--- src/sv/owm_pkg.sv ---
`default_nettype none
package owm_pkg;

  // Bits in one byte slot sequence and width of a timing register.
  localparam int BYTE_BITS = 8;
  localparam int CFG_W     = 10;
  localparam int NUM_CFG   = 8;
  localparam int CFG_IDX_W = 3;

  // Configuration register indexes.
  localparam logic [CFG_IDX_W-1:0] CFG_RESET_LOW     = 3'd0;
  localparam logic [CFG_IDX_W-1:0] CFG_PRESENCE_WAIT = 3'd1;
  localparam logic [CFG_IDX_W-1:0] CFG_RESET_TAIL    = 3'd2;
  localparam logic [CFG_IDX_W-1:0] CFG_WRITE_START   = 3'd3;
  localparam logic [CFG_IDX_W-1:0] CFG_WRITE_HOLD    = 3'd4;
  localparam logic [CFG_IDX_W-1:0] CFG_READ_START    = 3'd5;
  localparam logic [CFG_IDX_W-1:0] CFG_READ_SAMPLE   = 3'd6;
  localparam logic [CFG_IDX_W-1:0] CFG_READ_TAIL     = 3'd7;

  typedef logic [NUM_CFG-1:0][CFG_W-1:0] cfg_regs_t;

  // Values after reset, entry i belongs to register index i.
  localparam cfg_regs_t CFG_RESET_VALS = {
    10'd50, 10'd5, 10'd5, 10'd50, 10'd10, 10'd350, 10'd70, 10'd500
  };

  // Item kinds.
  localparam logic KIND_TICK    = 1'b0;
  localparam logic KIND_COMMAND = 1'b1;

  // Command codes.
  localparam logic [2:0] OP_RESET = 3'd0;
  localparam logic [2:0] OP_WBIT  = 3'd1;
  localparam logic [2:0] OP_RBIT  = 3'd2;
  localparam logic [2:0] OP_WBYTE = 3'd3;
  localparam logic [2:0] OP_RBYTE = 3'd4;

  // Slot phases.
  localparam logic [3:0] PH_IDLE     = 4'd0;
  localparam logic [3:0] PH_RST_LOW  = 4'd1;
  localparam logic [3:0] PH_RST_WAIT = 4'd2;
  localparam logic [3:0] PH_RST_TAIL = 4'd3;
  localparam logic [3:0] PH_WR_LOW   = 4'd4;
  localparam logic [3:0] PH_WR_HOLD  = 4'd5;
  localparam logic [3:0] PH_RD_LOW   = 4'd6;
  localparam logic [3:0] PH_RD_WAIT  = 4'd7;
  localparam logic [3:0] PH_RD_TAIL  = 4'd8;

  typedef struct packed {
    logic       kind;
    logic [2:0] op;
    logic [7:0] data;
    logic       line_level;
  } in_item_t;

  typedef struct packed {
    logic       drive_low;
    logic       busy_res;
    logic       done_res;
    logic       presence_level;
    logic [7:0] read_data;
    logic       command_rejected;
  } out_item_t;

endpackage
`default_nettype wire

--- src/sv/owm_cfg.sv ---
`default_nettype none
module owm_cfg (
  input  wire logic                           clk,
  input  wire logic                           rst,
  input  wire logic                           cfg_write,
  input  wire logic [owm_pkg::CFG_IDX_W-1:0]  cfg_index,
  input  wire logic [owm_pkg::CFG_W-1:0]      cfg_data,
  output owm_pkg::cfg_regs_t                  regs
);
  import owm_pkg::*;

  // Timing register file, one write per cycle.
  always_ff @(posedge clk) begin
    if (rst) begin
      regs <= CFG_RESET_VALS;
    end else if (cfg_write) begin
      regs[cfg_index] <= cfg_data;
    end
  end

endmodule
`default_nettype wire

--- src/sv/owm_engine.sv ---
`default_nettype none
module owm_engine #(
  parameter int TIME_WIDTH = 10
) (
  input  wire logic                clk,
  input  wire logic                rst,
  input  wire logic                go,
  input  wire owm_pkg::in_item_t   item,
  input  wire owm_pkg::cfg_regs_t  regs,
  output owm_pkg::out_item_t       result
);
  import owm_pkg::*;

  localparam int CMP_W = ((TIME_WIDTH > CFG_W) ? TIME_WIDTH : CFG_W) + 1;

  logic [3:0]            phase, phase_next;
  logic [TIME_WIDTH-1:0] time_count, time_count_next;
  logic [2:0]            bit_index, bit_index_next;
  logic [7:0]            shift_byte, shift_byte_next;
  logic [2:0]            current_op, current_op_next;
  logic                  presence_reg, presence_reg_next;
  logic [7:0]            received_byte, received_byte_next;

  logic [CFG_W-1:0]      phase_len;
  logic [2:0]            len_idx;
  logic [CMP_W-1:0]      count_plus;
  logic                  phase_end;
  logic                  byte_op;
  logic                  done;
  logic                  rejected;
  logic                  drive;

  // Length of the current phase from the register file.
  assign len_idx    = 3'(phase - 4'd1);
  assign phase_len  = ((phase == PH_IDLE) || (phase > PH_RD_TAIL)) ?
                      CFG_W'(1) : regs[len_idx];
  assign count_plus = CMP_W'(time_count) + CMP_W'(1);
  assign phase_end  = (count_plus >= CMP_W'(phase_len)) || (&time_count);
  assign byte_op    = (current_op == OP_WBYTE) || (current_op == OP_RBYTE);

  // Next state for one item.
  always_comb begin
    phase_next         = phase;
    time_count_next    = time_count;
    bit_index_next     = bit_index;
    shift_byte_next    = shift_byte;
    current_op_next    = current_op;
    presence_reg_next  = presence_reg;
    received_byte_next = received_byte;
    done               = 1'b0;
    rejected           = 1'b0;
    if (item.kind == KIND_COMMAND) begin
      if ((phase != PH_IDLE) || (item.op > OP_RBYTE)) begin
        rejected = 1'b1;
      end else begin
        current_op_next = item.op;
        bit_index_next  = 3'd0;
        time_count_next = '0;
        if (item.op == OP_WBYTE) begin
          shift_byte_next = item.data;
        end else if (item.op == OP_WBIT) begin
          shift_byte_next = {7'd0, (item.data != 8'd0)};
        end else begin
          shift_byte_next = 8'd0;
        end
        if (item.op == OP_RESET) begin
          phase_next = PH_RST_LOW;
        end else if ((item.op == OP_WBIT) || (item.op == OP_WBYTE)) begin
          phase_next = PH_WR_LOW;
        end else begin
          phase_next = PH_RD_LOW;
        end
      end
    end else if (phase != PH_IDLE) begin
      if (phase_end) begin
        time_count_next = '0;
        unique case (phase)
          PH_RST_LOW: begin
            phase_next = PH_RST_WAIT;
          end
          PH_RST_WAIT: begin
            presence_reg_next = item.line_level;
            phase_next        = PH_RST_TAIL;
          end
          PH_RST_TAIL: begin
            phase_next = PH_IDLE;
            done       = 1'b1;
          end
          PH_WR_LOW: begin
            phase_next = PH_WR_HOLD;
          end
          PH_RD_LOW: begin
            phase_next = PH_RD_WAIT;
          end
          PH_RD_WAIT: begin
            if (item.line_level) begin
              shift_byte_next[bit_index] = 1'b1;
            end
            phase_next = PH_RD_TAIL;
          end
          PH_WR_HOLD, PH_RD_TAIL: begin
            // End of a bit slot: move to the next bit or finish.
            if (byte_op && (bit_index < 3'(BYTE_BITS - 1))) begin
              bit_index_next = bit_index + 3'd1;
              phase_next     = (current_op == OP_WBYTE) ? PH_WR_LOW : PH_RD_LOW;
            end else begin
              if ((current_op == OP_RBIT) || (current_op == OP_RBYTE)) begin
                received_byte_next = shift_byte;
              end
              phase_next = PH_IDLE;
              done       = 1'b1;
            end
          end
          default: begin
            phase_next = PH_IDLE;
          end
        endcase
      end else begin
        time_count_next = time_count + TIME_WIDTH'(1);
      end
    end
  end

  // Line drive after this item.
  always_comb begin
    case (phase_next)
      PH_RST_LOW, PH_WR_LOW, PH_RD_LOW: drive = 1'b1;
      PH_WR_HOLD:                       drive = ~shift_byte_next[bit_index_next];
      default:                          drive = 1'b0;
    endcase
  end

  assign result.drive_low        = drive;
  assign result.busy_res         = (phase_next != PH_IDLE);
  assign result.done_res         = done;
  assign result.presence_level   = presence_reg_next;
  assign result.read_data        = received_byte_next;
  assign result.command_rejected = rejected;

  // State registers advance once per processed item.
  always_ff @(posedge clk) begin
    if (rst) begin
      phase         <= PH_IDLE;
      time_count    <= '0;
      bit_index     <= 3'd0;
      shift_byte    <= 8'd0;
      current_op    <= OP_RESET;
      presence_reg  <= 1'b1;
      received_byte <= 8'd0;
    end else if (go) begin
      phase         <= phase_next;
      time_count    <= time_count_next;
      bit_index     <= bit_index_next;
      shift_byte    <= shift_byte_next;
      current_op    <= current_op_next;
      presence_reg  <= presence_reg_next;
      received_byte <= received_byte_next;
    end
  end

endmodule
`default_nettype wire

--- src/sv/one_wire_bus_master_unit.sv ---
// Channel   Handshake                Payload
// in        in_valid / in_ready      in_item  (kind, op, data, line_level)
// out       out_valid / out_ready    out_item (drive_low .. command_rejected)
// cfg       cfg_write                cfg_index, cfg_data
//
// One item per cycle sustained while results are taken; each accepted item
// passes the input register, then the slot engine into the result register.
// The slot engine updates its state once per item, which sets this rate.
// Synchronous reset restores the timing registers and idles the engine.
// A stalled result holds the engine; the input register still takes one item if it is empty.
`default_nettype none
module one_wire_bus_master_unit #(
  parameter int TIME_WIDTH = 10
) (
  input  wire logic                           clk,
  input  wire logic                           rst,
  input  wire logic                           in_valid,
  output      logic                           in_ready,
  input  wire owm_pkg::in_item_t              in_item,
  output      logic                           out_valid,
  input  wire logic                           out_ready,
  output owm_pkg::out_item_t                  out_item,
  input  wire logic                           cfg_write,
  input  wire logic [owm_pkg::CFG_IDX_W-1:0]  cfg_index,
  input  wire logic [owm_pkg::CFG_W-1:0]      cfg_data
);
  import owm_pkg::*;

  in_item_t  in_q;
  logic      in_q_valid;
  logic      advance;
  logic      go;
  cfg_regs_t regs;
  out_item_t result;

  assign advance  = !out_valid || out_ready;
  assign go       = in_q_valid && advance;
  assign in_ready = !in_q_valid || advance;

  owm_cfg u_cfg (
    .clk       (clk),
    .rst       (rst),
    .cfg_write (cfg_write),
    .cfg_index (cfg_index),
    .cfg_data  (cfg_data),
    .regs      (regs)
  );

  owm_engine #(
    .TIME_WIDTH (TIME_WIDTH)
  ) u_engine (
    .clk    (clk),
    .rst    (rst),
    .go     (go),
    .item   (in_q),
    .regs   (regs),
    .result (result)
  );

  // Input register.
  always_ff @(posedge clk) begin
    if (rst) begin
      in_q_valid <= 1'b0;
    end else if (in_ready) begin
      in_q_valid <= in_valid;
    end
  end

  always_ff @(posedge clk) begin
    if (in_ready && in_valid) begin
      in_q <= in_item;
    end
  end

  // Result register.
  always_ff @(posedge clk) begin
    if (rst) begin
      out_valid <= 1'b0;
    end else if (go) begin
      out_valid <= 1'b1;
    end else if (out_ready) begin
      out_valid <= 1'b0;
    end
  end

  always_ff @(posedge clk) begin
    if (go) begin
      out_item <= result;
    end
  end

endmodule
`default_nettype wire
--- config.mk ---
export PLATFORM = sky130hd
export DESIGN_NAME = one_wire_bus_master_unit
export DESIGN_NICKNAME = d
export VERILOG_FILES = /design/src/sv/owm_pkg.sv /design/src/sv/owm_cfg.sv /design/src/sv/owm_engine.sv /design/src/sv/one_wire_bus_master_unit.sv
export SDC_FILE = /design/constraint.sdc
export NUM_CORES = 1
export LEC_CHECK = 0
export ABC_AREA = 0
export BUFFER_PORTS_ARGS = -buffer_cell sky130_fd_sc_hd__buf_2
export CAP_MARGIN = 10
export CORE_MARGIN = 2
export CORE_UTILIZATION = 45
export CTS_CLUSTER_DIAMETER = 80
export DETAILED_ROUTE_END_ITERATION = 6
export PLACE_DENSITY = 0.69
export SLEW_MARGIN = 20
export SYNTH_ARGS = -nofsm -noshare
export SYNTH_HDL_FRONTEND = slang
export SYNTH_SLANG_ARGS = --single-unit
export TNS_END_PERCENT = 30
--- constraint.sdc ---
create_clock -name clk -period 6.5 [get_ports clk]
set_input_delay 0.65 -clock clk [delete_from_list [all_inputs] [get_ports clk]]
set_output_delay 0.65 -clock clk [all_outputs]
set_load 0.01 [all_outputs]
[Word-level counts from Yosys, hierarchy flattened]
Index checks and enable logic that the tools add are counted.
Cells by class
  add/sub/neg operators: 4
  $lt $le $gt $ge: 10
  eq/ne operators: 18
  muxes and demuxes: 53
  bitwise gates (word level): 5
  reductions and logical operators: 28
Operators by type and width (number)
  two-way mux 8 bit: 13
  bitwise mux 80 bit: 1
  two-way mux 10 bit: 7
  binary-select mux 10 bit (select 3 bit): 1
  demux 10 bit (select 3 bit): 1
  == test 4 x 3 -> 1 bit (second input constant): 7
  two-way mux 4 bit: 6
  case mux 4 bit (6 select lines): 1
  two-way mux 3 bit: 6
  less-than comparator 3 x 4 -> 1 bit (second input constant): 4
  adder 10 x 1 -> 11 bit (second input constant): 1
  greater-or-equal comparator 11 x 10 -> 1 bit: 1
  two-way mux 1 bit: 11
  adder 10 x 1 -> 10 bit (second input constant): 1
  AND reduction 10 bit: 1
  == test 3 x 2 -> 1 bit (second input constant): 3
  == test 4 x 1 -> 1 bit (second input constant): 2
  == test 4 x 2 -> 1 bit (second input constant): 2
  logical OR 1 bit: 8
  OR 8 bit: 1
  nonzero test 4 bit: 2
  nonzero test 8 bit: 1
  greater-or-equal comparator 3 x 1 -> 1 bit (second input constant): 2
  AND reduction 3 bit: 2
  other kinds (21): 33
Storage, ports and cells
  register bits: 145
  input port bits: 31
  output and inout port bits: 15
  logic and storage cells: 145

[Longest topological paths before layout]
Gate-level depths: netlist (run 1).
  depth in word-level cells: 14
  mapped depth: 20
  depth with buffers taken out: 15

[By module]
Synthesis (run 1) repeated with hierarchy kept, for this count alone.
Unflattened totals
  cell total of the unflattened synthesis: 722
  area total of the unflattened synthesis: 7523.5 um^2
By module, submodules not included
  owm_engine: instances 1, cells each 391, area each 3477.1 um^2, seq. area each 740.7 um^2
  owm_cfg: instances 1, cells each 295, area each 3161.8 um^2, seq. area each 1601.5 um^2
  one_wire_bus_master_unit: instances 1, cells each 36, area each 884.6 um^2, seq. area each 820.8 um^2

[Least setup slack after synthesis (run 1)]
Ideal clock, no wire load.
  path type: flip-flop to flip-flop
  start point: register u_engine.phase[0]
  end point: register out_item[12] (netlist bit) (data pin)
  library setup time: 256 ps
  data arrival time: 4899 ps
  required time: 6244 ps
  path slack: 1345 ps
  stages on the path, launching flop included: 21
  buffers on the path: 5
  period minus slack after synthesis: 5155 ps
  path through: dfxtp_1 -> clkbuf_1 -> clkbuf_1 -> inv_1 -> ha_1 -> buf_1 -> clkbuf_1 -> mux4_2 -> mux2i_1 -> nand2_1 -> ha_1 -> nand2b_1 -> a2111oi_0 -> nor4_1 -> or3_1 -> buf_4 -> nand3_1 -> mux2_2 -> nand4_1 -> nand4_1 -> o211a_1
On the way
  longest elaborated chain between the ends: 13
  elaborated cells between the ends (all ways): 43
  those cells by class: add/sub: 1; order compare: 2; eq/ne: 11; mux: 21; bitwise: 1; reduce/logical: 7
Ends and longest elaborated chain
  start: declaration: line owm_engine.sv:16  | logic [3:0] phase, phase_next;
  start signal: assignment: line owm_engine.sv:151  | phase <= phase_next;
  subtractor 3 x 1 -> 3 bit: line owm_engine.sv:34  | assign len_idx = 3'(phase - 4'd1);
  binary-select mux 10 bit (select 3 bit): line owm_engine.sv:36  | CFG_W'(1) : regs[len_idx];
  two-way mux 10 bit (implied by the code): line owm_engine.sv:36
  two-way mux 10 bit: line owm_engine.sv:35  | assign phase_len = ((phase == PH_IDLE) || (phase > PH_RD_TAIL)) ?
  greater-or-equal comparator 11 x 10 -> 1 bit: line owm_engine.sv:38  | assign phase_end = (count_plus >= CMP_W'(phase_len)) || (&time_count);
  logical OR 1 bit: line owm_engine.sv:38
  two-way mux 8 bit / two-way mux 3 bit (equally long branches): line owm_engine.sv:75  | if (phase_end) begin
  two-way mux 8 bit / two-way mux 3 bit (equally long branches): line owm_engine.sv:74  | end else if (phase != PH_IDLE) begin
  two-way mux 8 bit / two-way mux 3 bit (equally long branches): line owm_engine.sv:52  | if (item.kind == KIND_COMMAND) begin
  binary-select mux 1 bit (select 3 bit): line owm_engine.sv:128  | PH_WR_HOLD: drive = ~shift_byte_next[bit_index_next];
  two-way mux 1 bit (implied by the code): line owm_engine.sv:128
  inverter 1 bit: line owm_engine.sv:128
  case mux 1 bit (2 select lines) (*): line owm_engine.sv:126  | case (phase_next)
  end signal: assignment: line one_wire_bus_master_unit.sv:88  | out_item <= result;
  end: declaration: line one_wire_bus_master_unit.sv:22  | output owm_pkg::out_item_t out_item,
Mark *: on every way between the ends. The rest lies on a longest branch, timed or not. The select of a mux whose other input is x is not followed.
A chain may end at the register's enable or synchronous reset.

[Worst setup path after layout (run 1)]
  start point: register u_engine.phase[1]
  end point: register out_item[12] (netlist bit) (data pin)
Same word-level chain as after synthesis.

==> results of run 1 <==
[per-layer routing]
metal  track usage (%)  vias up
li1                  -     2856
met5                 0        -
met2              33.7      160
met4              7.74        0
met3              4.71       28
met1              29.5     2767
[cells by family after synthesis]
| family | synth area share, % |
|---|---|
| AO/OA/AOI/OAI | 12.3 |
| XOR/XNOR | 1.24 |
| adder cells (fa/ha/maj) | 3.02 |
| buffers and inverters | 3.12 |
| flip-flops | 44.9 |
| multiplexers | 10.9 |
| AND/OR/NAND/NOR | 24.6 |
[worst max path at each step]
stage                           start           end  slack [ps]
floorplan           u_engine.phase[0]  out_item[12]        1350
global placement    u_engine.phase[1]  out_item[12]        1890
detailed placement  u_engine.phase[1]  out_item[12]        1800
CTS                 u_engine.phase[1]  out_item[12]        1780
global route        u_engine.phase[1]  out_item[12]        1290
finish              u_engine.phase[1]  out_item[12]        1790
[area by class of cell]
| class | count | area, µm² | share of cell area, % |
|---|---|---|---|
| multi-input cells | 598 | 3670 | 46.0 |
| well taps | 211 | 264 | 3.31 |
| flip-flops and latches | 145 | 3160 | 39.6 |
| clock buffers | 20 | 437 | 5.47 |
| clock inverters | 12 | 155 | 1.94 |
| repair buffers | 51 | 273 | 3.41 |
| inverters | 6 | 22.5 | 0.282 |
[stage by stage]
step / setup WS, ps / cell area (µm²) / total power [mW] / hold slack [ps]
global route: 1290 / 7990 / 2.33 / 382
CTS: 1780 / 7990 / 2.25 / 384
floorplan: 1350 / 7050 / 1.20 / 432
finish: 1790 / 7990 / 2.24 / 397
global placement: 1890 / 7400 / 1.26 / 439
detailed placement: 1800 / 7400 / 1.27 / 444
[where the power goes]
part / leakage (nW) / internal (mW) / switching, mW
combinational: 1.46 / 0.105 / 0.168
sequential: 1.22 / 0.952 / 0.0228
clock: 0.289 / 0.607 / 0.386
total: 2.97 / 1.66 / 0.576
[worst max-delay path: cells and delay by family (launching register included)]
kind / cells / cell delay (ps)
compound gates: 2 / 650
mux: 4 / 970
flops: 1 / 370
simple gates: 6 / 1570
fa+ha+maj: 2 / 590
buf+inv: 2 / 430
[layout by cell type (no fill, tap or decap), types with 7 or more instances in the layout]
cell type,netlist,final
sky130_fd_sc_hd__nand2_1,181,181
sky130_fd_sc_hd__dfxtp_1,119,119
sky130_fd_sc_hd__nor2_1,79,79
sky130_fd_sc_hd__a21oi_1,78,78
sky130_fd_sc_hd__buf_2,1,44
sky130_fd_sc_hd__edfxtp_1,26,26
sky130_fd_sc_hd__nand3_1,24,24
sky130_fd_sc_hd__nand3b_1,24,24
sky130_fd_sc_hd__mux2_2,20,20
sky130_fd_sc_hd__mux4_2,20,20
sky130_fd_sc_hd__nor3_1,18,17
sky130_fd_sc_hd__ha_1,17,17
sky130_fd_sc_hd__clkbuf_16,0,17
sky130_fd_sc_hd__nor2b_1,13,13
sky130_fd_sc_hd__o21ai_0,12,12
sky130_fd_sc_hd__mux2i_1,9,9
sky130_fd_sc_hd__a211oi_1,7,7
sky130_fd_sc_hd__buf_4,1,7
==> results.cfg, run 1 <==
[drt]
route.vias.total = 5811
vias_per_cell = 5.57
detail-route-antenna-nets = 0
met1Wirelength_um = 7770
drt-initial-drc-count = 586
route.detailed.drc = 0
route.top_layer_used = met4
wirelength_um = 16900
wl_per_cell_um = 16.2
met3RoutedLength_um = 930
dr.pass1.iters = 5
wl_met2_um = 7910

[yosys]
synth_area_um2 = 7050
synth_cells = 799
synth_enable_flop_cells = 26
synth.ff_latch_count = 145
yosysTopAreaCellShare_pct = 33.8
yosysMostFrequentCell = sky130_fd_sc_hd__nand2_1
synth-async-reset-ratio_pct = 0
yosys.area.top_type = sky130_fd_sc_hd__dfxtp_1
synth_cell_types = 58
proportion_of_synthesized_chip_area_in_sequential_cells_pct = 44.9
ys_top_cells_by_area = sky130_fd_sc_hd__dfxtp_1 (34%), sky130_fd_sc_hd__edfxtp_1 (11%), sky130_fd_sc_hd__nand2_1 (9.6%)
synth_top_cells_by_count = sky130_fd_sc_hd__nand2_1 (181), sky130_fd_sc_hd__dfxtp_1 (119), sky130_fd_sc_hd__nor2_1 (79)
synth.avg_cell_area_um2 = 8.83
synth-main-ff-cell = sky130_fd_sc_hd__dfxtp_1
ys.warnings.count = 0
mappedNetlistNets = 847

[finish]
num-fill-cells = 1382
layoutNonFillerInstCount = 1043
register_containing_the_most_flip_flops_in_the_final_layout = u_cfg.regs
utilization_pct = 52.3
area.growth.synth_to_final_pct = 13.3
largestRegisters = u_cfg.regs (80), in_q (13), out_item (13)
nets = 867
post_route_cells_drive_above_1_share_pct = 15.5
n_antenna_cell = 0
max_ffs_per_register = 80

[pwr]
power.ir.vdd_worst_uv = 249
power.density_nw_per_um2 = 280
p_leak_nw = 2.97

[global_routing]
grt_antenna_before_repair = 0
globalRoute.totalOverflow = 0
grt_start_max_net_pins = 84
grt_pass1_wl_um = 28100
via_count_of_the_first_global_routing_pass = 5404
grt_use_total_pct = 21.5

[setup_path]
delay_of_the_slowest_critical_path_stage_ps = 630
regToRegStartpoint = u_engine.phase[1]
r2r_end = out_item[12]
start_kind = flop
worst_path_most_repeated_cell = sky130_fd_sc_hd__mux2i_1
worst-endpoint-arrival_ps = 5010
crit_fanout = 20
worstSetupEndpointType = flop
crit_type = reg2reg
critical_path.cell_chain = inv_1, ha_1, buf_4, mux4_2, mux2i_1, nand2_1, ha_1, nand2b_1, a2111oi_0, nor4_1, nor3_1, nor2_1, mux2i_1, mux2i_1, nor4bb_1, o211a_1
rr_worst_depth = 16
required_ps = 6800
slowest_stage = sky130_fd_sc_hd__nor3_1
r2r_setup_slk_ps = 1790

[die]
core.rowCount = 45
die_h_um = 129
initial_core_util_pct = 46.2
fp.dieArea_um2 = 16700
top_level_ports = 46
coreArea_um2 = 15300
die_w_um = 129

[sta]
slew-limit-headroom_pct = 31.2
tns_ps = 0
period_minus_slack_ps = 4710
timing.final.hold_violations = 0
setup_viol = 0
clock-skew-final_ps = 5.93
grt_setup_unrepaired = no
max_freq_mhz = 212
timing_max_transition_violations_final = 0
finalCritPeriodShare_pct = 72.5
worst_slew_pin_slew_ps = 1030

[clock_network]
cts_max_level = 4
cts_max_path_buffers = 2
clk-insertion-delay-late_ps = 430
post_cts_buffers = 0
clkSinkCount = 145
tritoncts_clock_tree = yes
post_cts.resized_instances = 0
cts_hold_buffers = 0
clkSlewWorstSetupHoldPaths_ps = 60
cts_root_buf = sky130_fd_sc_hd__clkbuf_16
tritoncts.num_buffers = 17

[min_path]
min_path_type = in2reg
hold_start = in_item[1]
worst_hold_path.endpoint = in_q[1]
timing.hold.worst_path_depth = 1

[outcome]
outcome = finished clean

[placement]
detailed_place_hpwl_um = 11200
place.gp.congestion = 0.918
dp_cells = 1011
portbufs = 45

[job]
timing.max_cap.violations = 0
Note: power is estimated with default switching activity, not from simulation.
==> run 2: changes to the inputs <==
- clock period: 6.5 -> 4.85 ns (I/O delays scaled with it)
==> run 2 against run 1 <==
Net effect: count of clock-buffer cells in the layout is 1 lower; cell area is 0.88% higher; cell count increased by 0.38%; utilization increased by 0.46 points; via count up 1.6%; non-clock buffer count is 5 higher; maximum frequency rose by 4.1%; clock power increased by 39%; worst setup slack lost 1500 ps; power up 37%; largest cell class unchanged.
==> results.cfg, run 2 (synthesis results as in run 1) <==
[clock_network]
clk-insertion-delay-late_ps = 420
post_cts.resized_instances = 0
tritoncts.num_buffers = 17
tritoncts_clock_tree = yes
cts_hold_buffers = 0
post_cts_buffers = 0
cts_max_path_buffers = 2
clkSlewWorstSetupHoldPaths_ps = 60
clkSinkCount = 145
cts_max_level = 4
cts_root_buf = sky130_fd_sc_hd__clkbuf_16

[drt]
wl_per_cell_um = 16.7
drt-initial-drc-count = 531
vias_per_cell = 5.64
route.detailed.drc = 0
detail-route-antenna-nets = 0
dr.pass1.iters = 6
route.vias.total = 5905
wirelength_um = 17500

[setup_path]
delay_of_the_slowest_critical_path_stage_ps = 620
required_ps = 5130
critical_path.cell_chain = inv_1, ha_1, buf_4, mux4_2, mux2_2, nand2_1, ha_1, o21a_1, nor2_1, nor4_1, or3_1, nand2_2, nor4_4, mux2_2, nor2_1, nor3_2
r2r_setup_slk_ps = 330
regToRegStartpoint = u_engine.phase[1]
start_kind = flop
worst-endpoint-arrival_ps = 4810
crit_fanout = 8
crit_type = reg2reg
cp-startpoint = u_engine.phase[1]
slowest_stage = sky130_fd_sc_hd__nor4_4
worstSetupEndpointType = flop

[global_routing]
globalRouteMet3Util_pct = 4.62
grt_pass1_wl_um = 28100
globalRouteMet1Util_pct = 30.5
via_count_of_the_first_global_routing_pass = 5307
grt_use_total_pct = 21.6
grt_antenna_before_repair = 0
grt_busiest_layer = met2
grt_start_max_net_pins = 71
grtUsageMet2_pct = 32.6
globalRoute.totalOverflow = 0

[finish]
nets = 872
register_containing_the_most_flip_flops_in_the_final_layout = u_cfg.regs
commonest_non_fill_non_tap_cells_in_the_layout = sky130_fd_sc_hd__nand2_1 (181), sky130_fd_sc_hd__dfxtp_1 (119), sky130_fd_sc_hd__nor2_1 (79)
largestRegisters = u_cfg.regs (80), in_q (13), out_item (13)
area.growth.synth_to_final_pct = 14.3
max_ffs_per_register = 80
n_antenna_cell = 0
post_route_cells_drive_above_1_share_pct = 16.4
mostFrequentLayoutCell = sky130_fd_sc_hd__nand2_1

[placement]
dp_worst_setup_slack_ps = 323
portbufs = 45
place.gp.congestion = 0.925
detailed_place_hpwl_um = 11400

[min_path]
min_path_type = in2reg
hold_start = in_item[4]

[sta]
worst_slack_ps = 327
period_minus_slack_ps = 4520
timing_max_transition_violations_final = 0
worst_slew_pin_slew_ps = 1030
clock-skew-final_ps = 12.3
setup_viol = 0
tns_ps = 0
max_freq_mhz = 221
timing.final.hold_violations = 0
grt_setup_unrepaired = no
finalCritPeriodShare_pct = 93.3
slew-limit-headroom_pct = 30.8

[die]
fp.dieArea_um2 = 16700
initial_core_util_pct = 46.2
core.rowCount = 45
top_level_ports = 46
die_w_um = 129
coreArea_um2 = 15300
die_h_um = 129

[pwr]
power.ir.vdd_worst_uv = 293
p_leak_nw = 3.00
power.density_nw_per_um2 = 381

[outcome]
outcome = finished clean

[job]
timing.max_cap.violations = 0
## run 2: cell count changes in the layout (fill, tap and decap cells not counted), sizes merged
cell,before,now
clkbuf,20,19
clkinvlp,1,2
buf,51,56
clkinv,3,2
## run 2: power by group
group	switching [mW]	internal, mW
sequential	0.0311	1.27
combinational	0.231	0.151
clock	0.537	0.847
## run 2: critical path, delay by kind of cell (launching register included)
family / cells / cell delay [ps]
compound gates: 1 / 130
fa+ha+maj: 2 / 560
flops: 1 / 360
buf+inv: 2 / 330
simple gates: 8 / 1800
mux: 3 / 1210
## run 2: layout make-up
class | count | area (µm²)
clock buffer | 19 | 453
sequential | 145 | 3160
clock inverter | 12 | 171
multi-input combinational | 598 | 3670
tap | 211 | 264
fill | 1422 | 7200
timing repair buffer | 56 | 310
inverter | 6 | 22.5
## run 2: path summary, 6_finish.rpt
kind,endpoint,depth (start not counted)
max,u_engine.received_byte[6],16
min,in_q[4],1
max reg2reg,u_engine.received_byte[6],16
min reg2reg,u_cfg.regs[69],2
## run 2: through the flow
step	utilization (%)	total power, mW	instances	cell area [µm²]	hold WS (ps)
global placement	48.7	1.71	1016	7430	440
detailed placement	48.7	1.71	1016	7430	447
global route	52.8	3.18	1047	8060	225
floorplan	-	1.60	799	7050	432
CTS	52.8	3.09	1047	8060	228
finish	52.8	3.07	1047	8060	244
## run 2: layer usage
layer  wire, µm  up-vias  share of wire (%)
met2       8110      218                 46
met3       1170       19                6.7
met1       7950     2807                 46
met5          0        -                  0
li1           -     2861                  -
met4        232        0                1.3
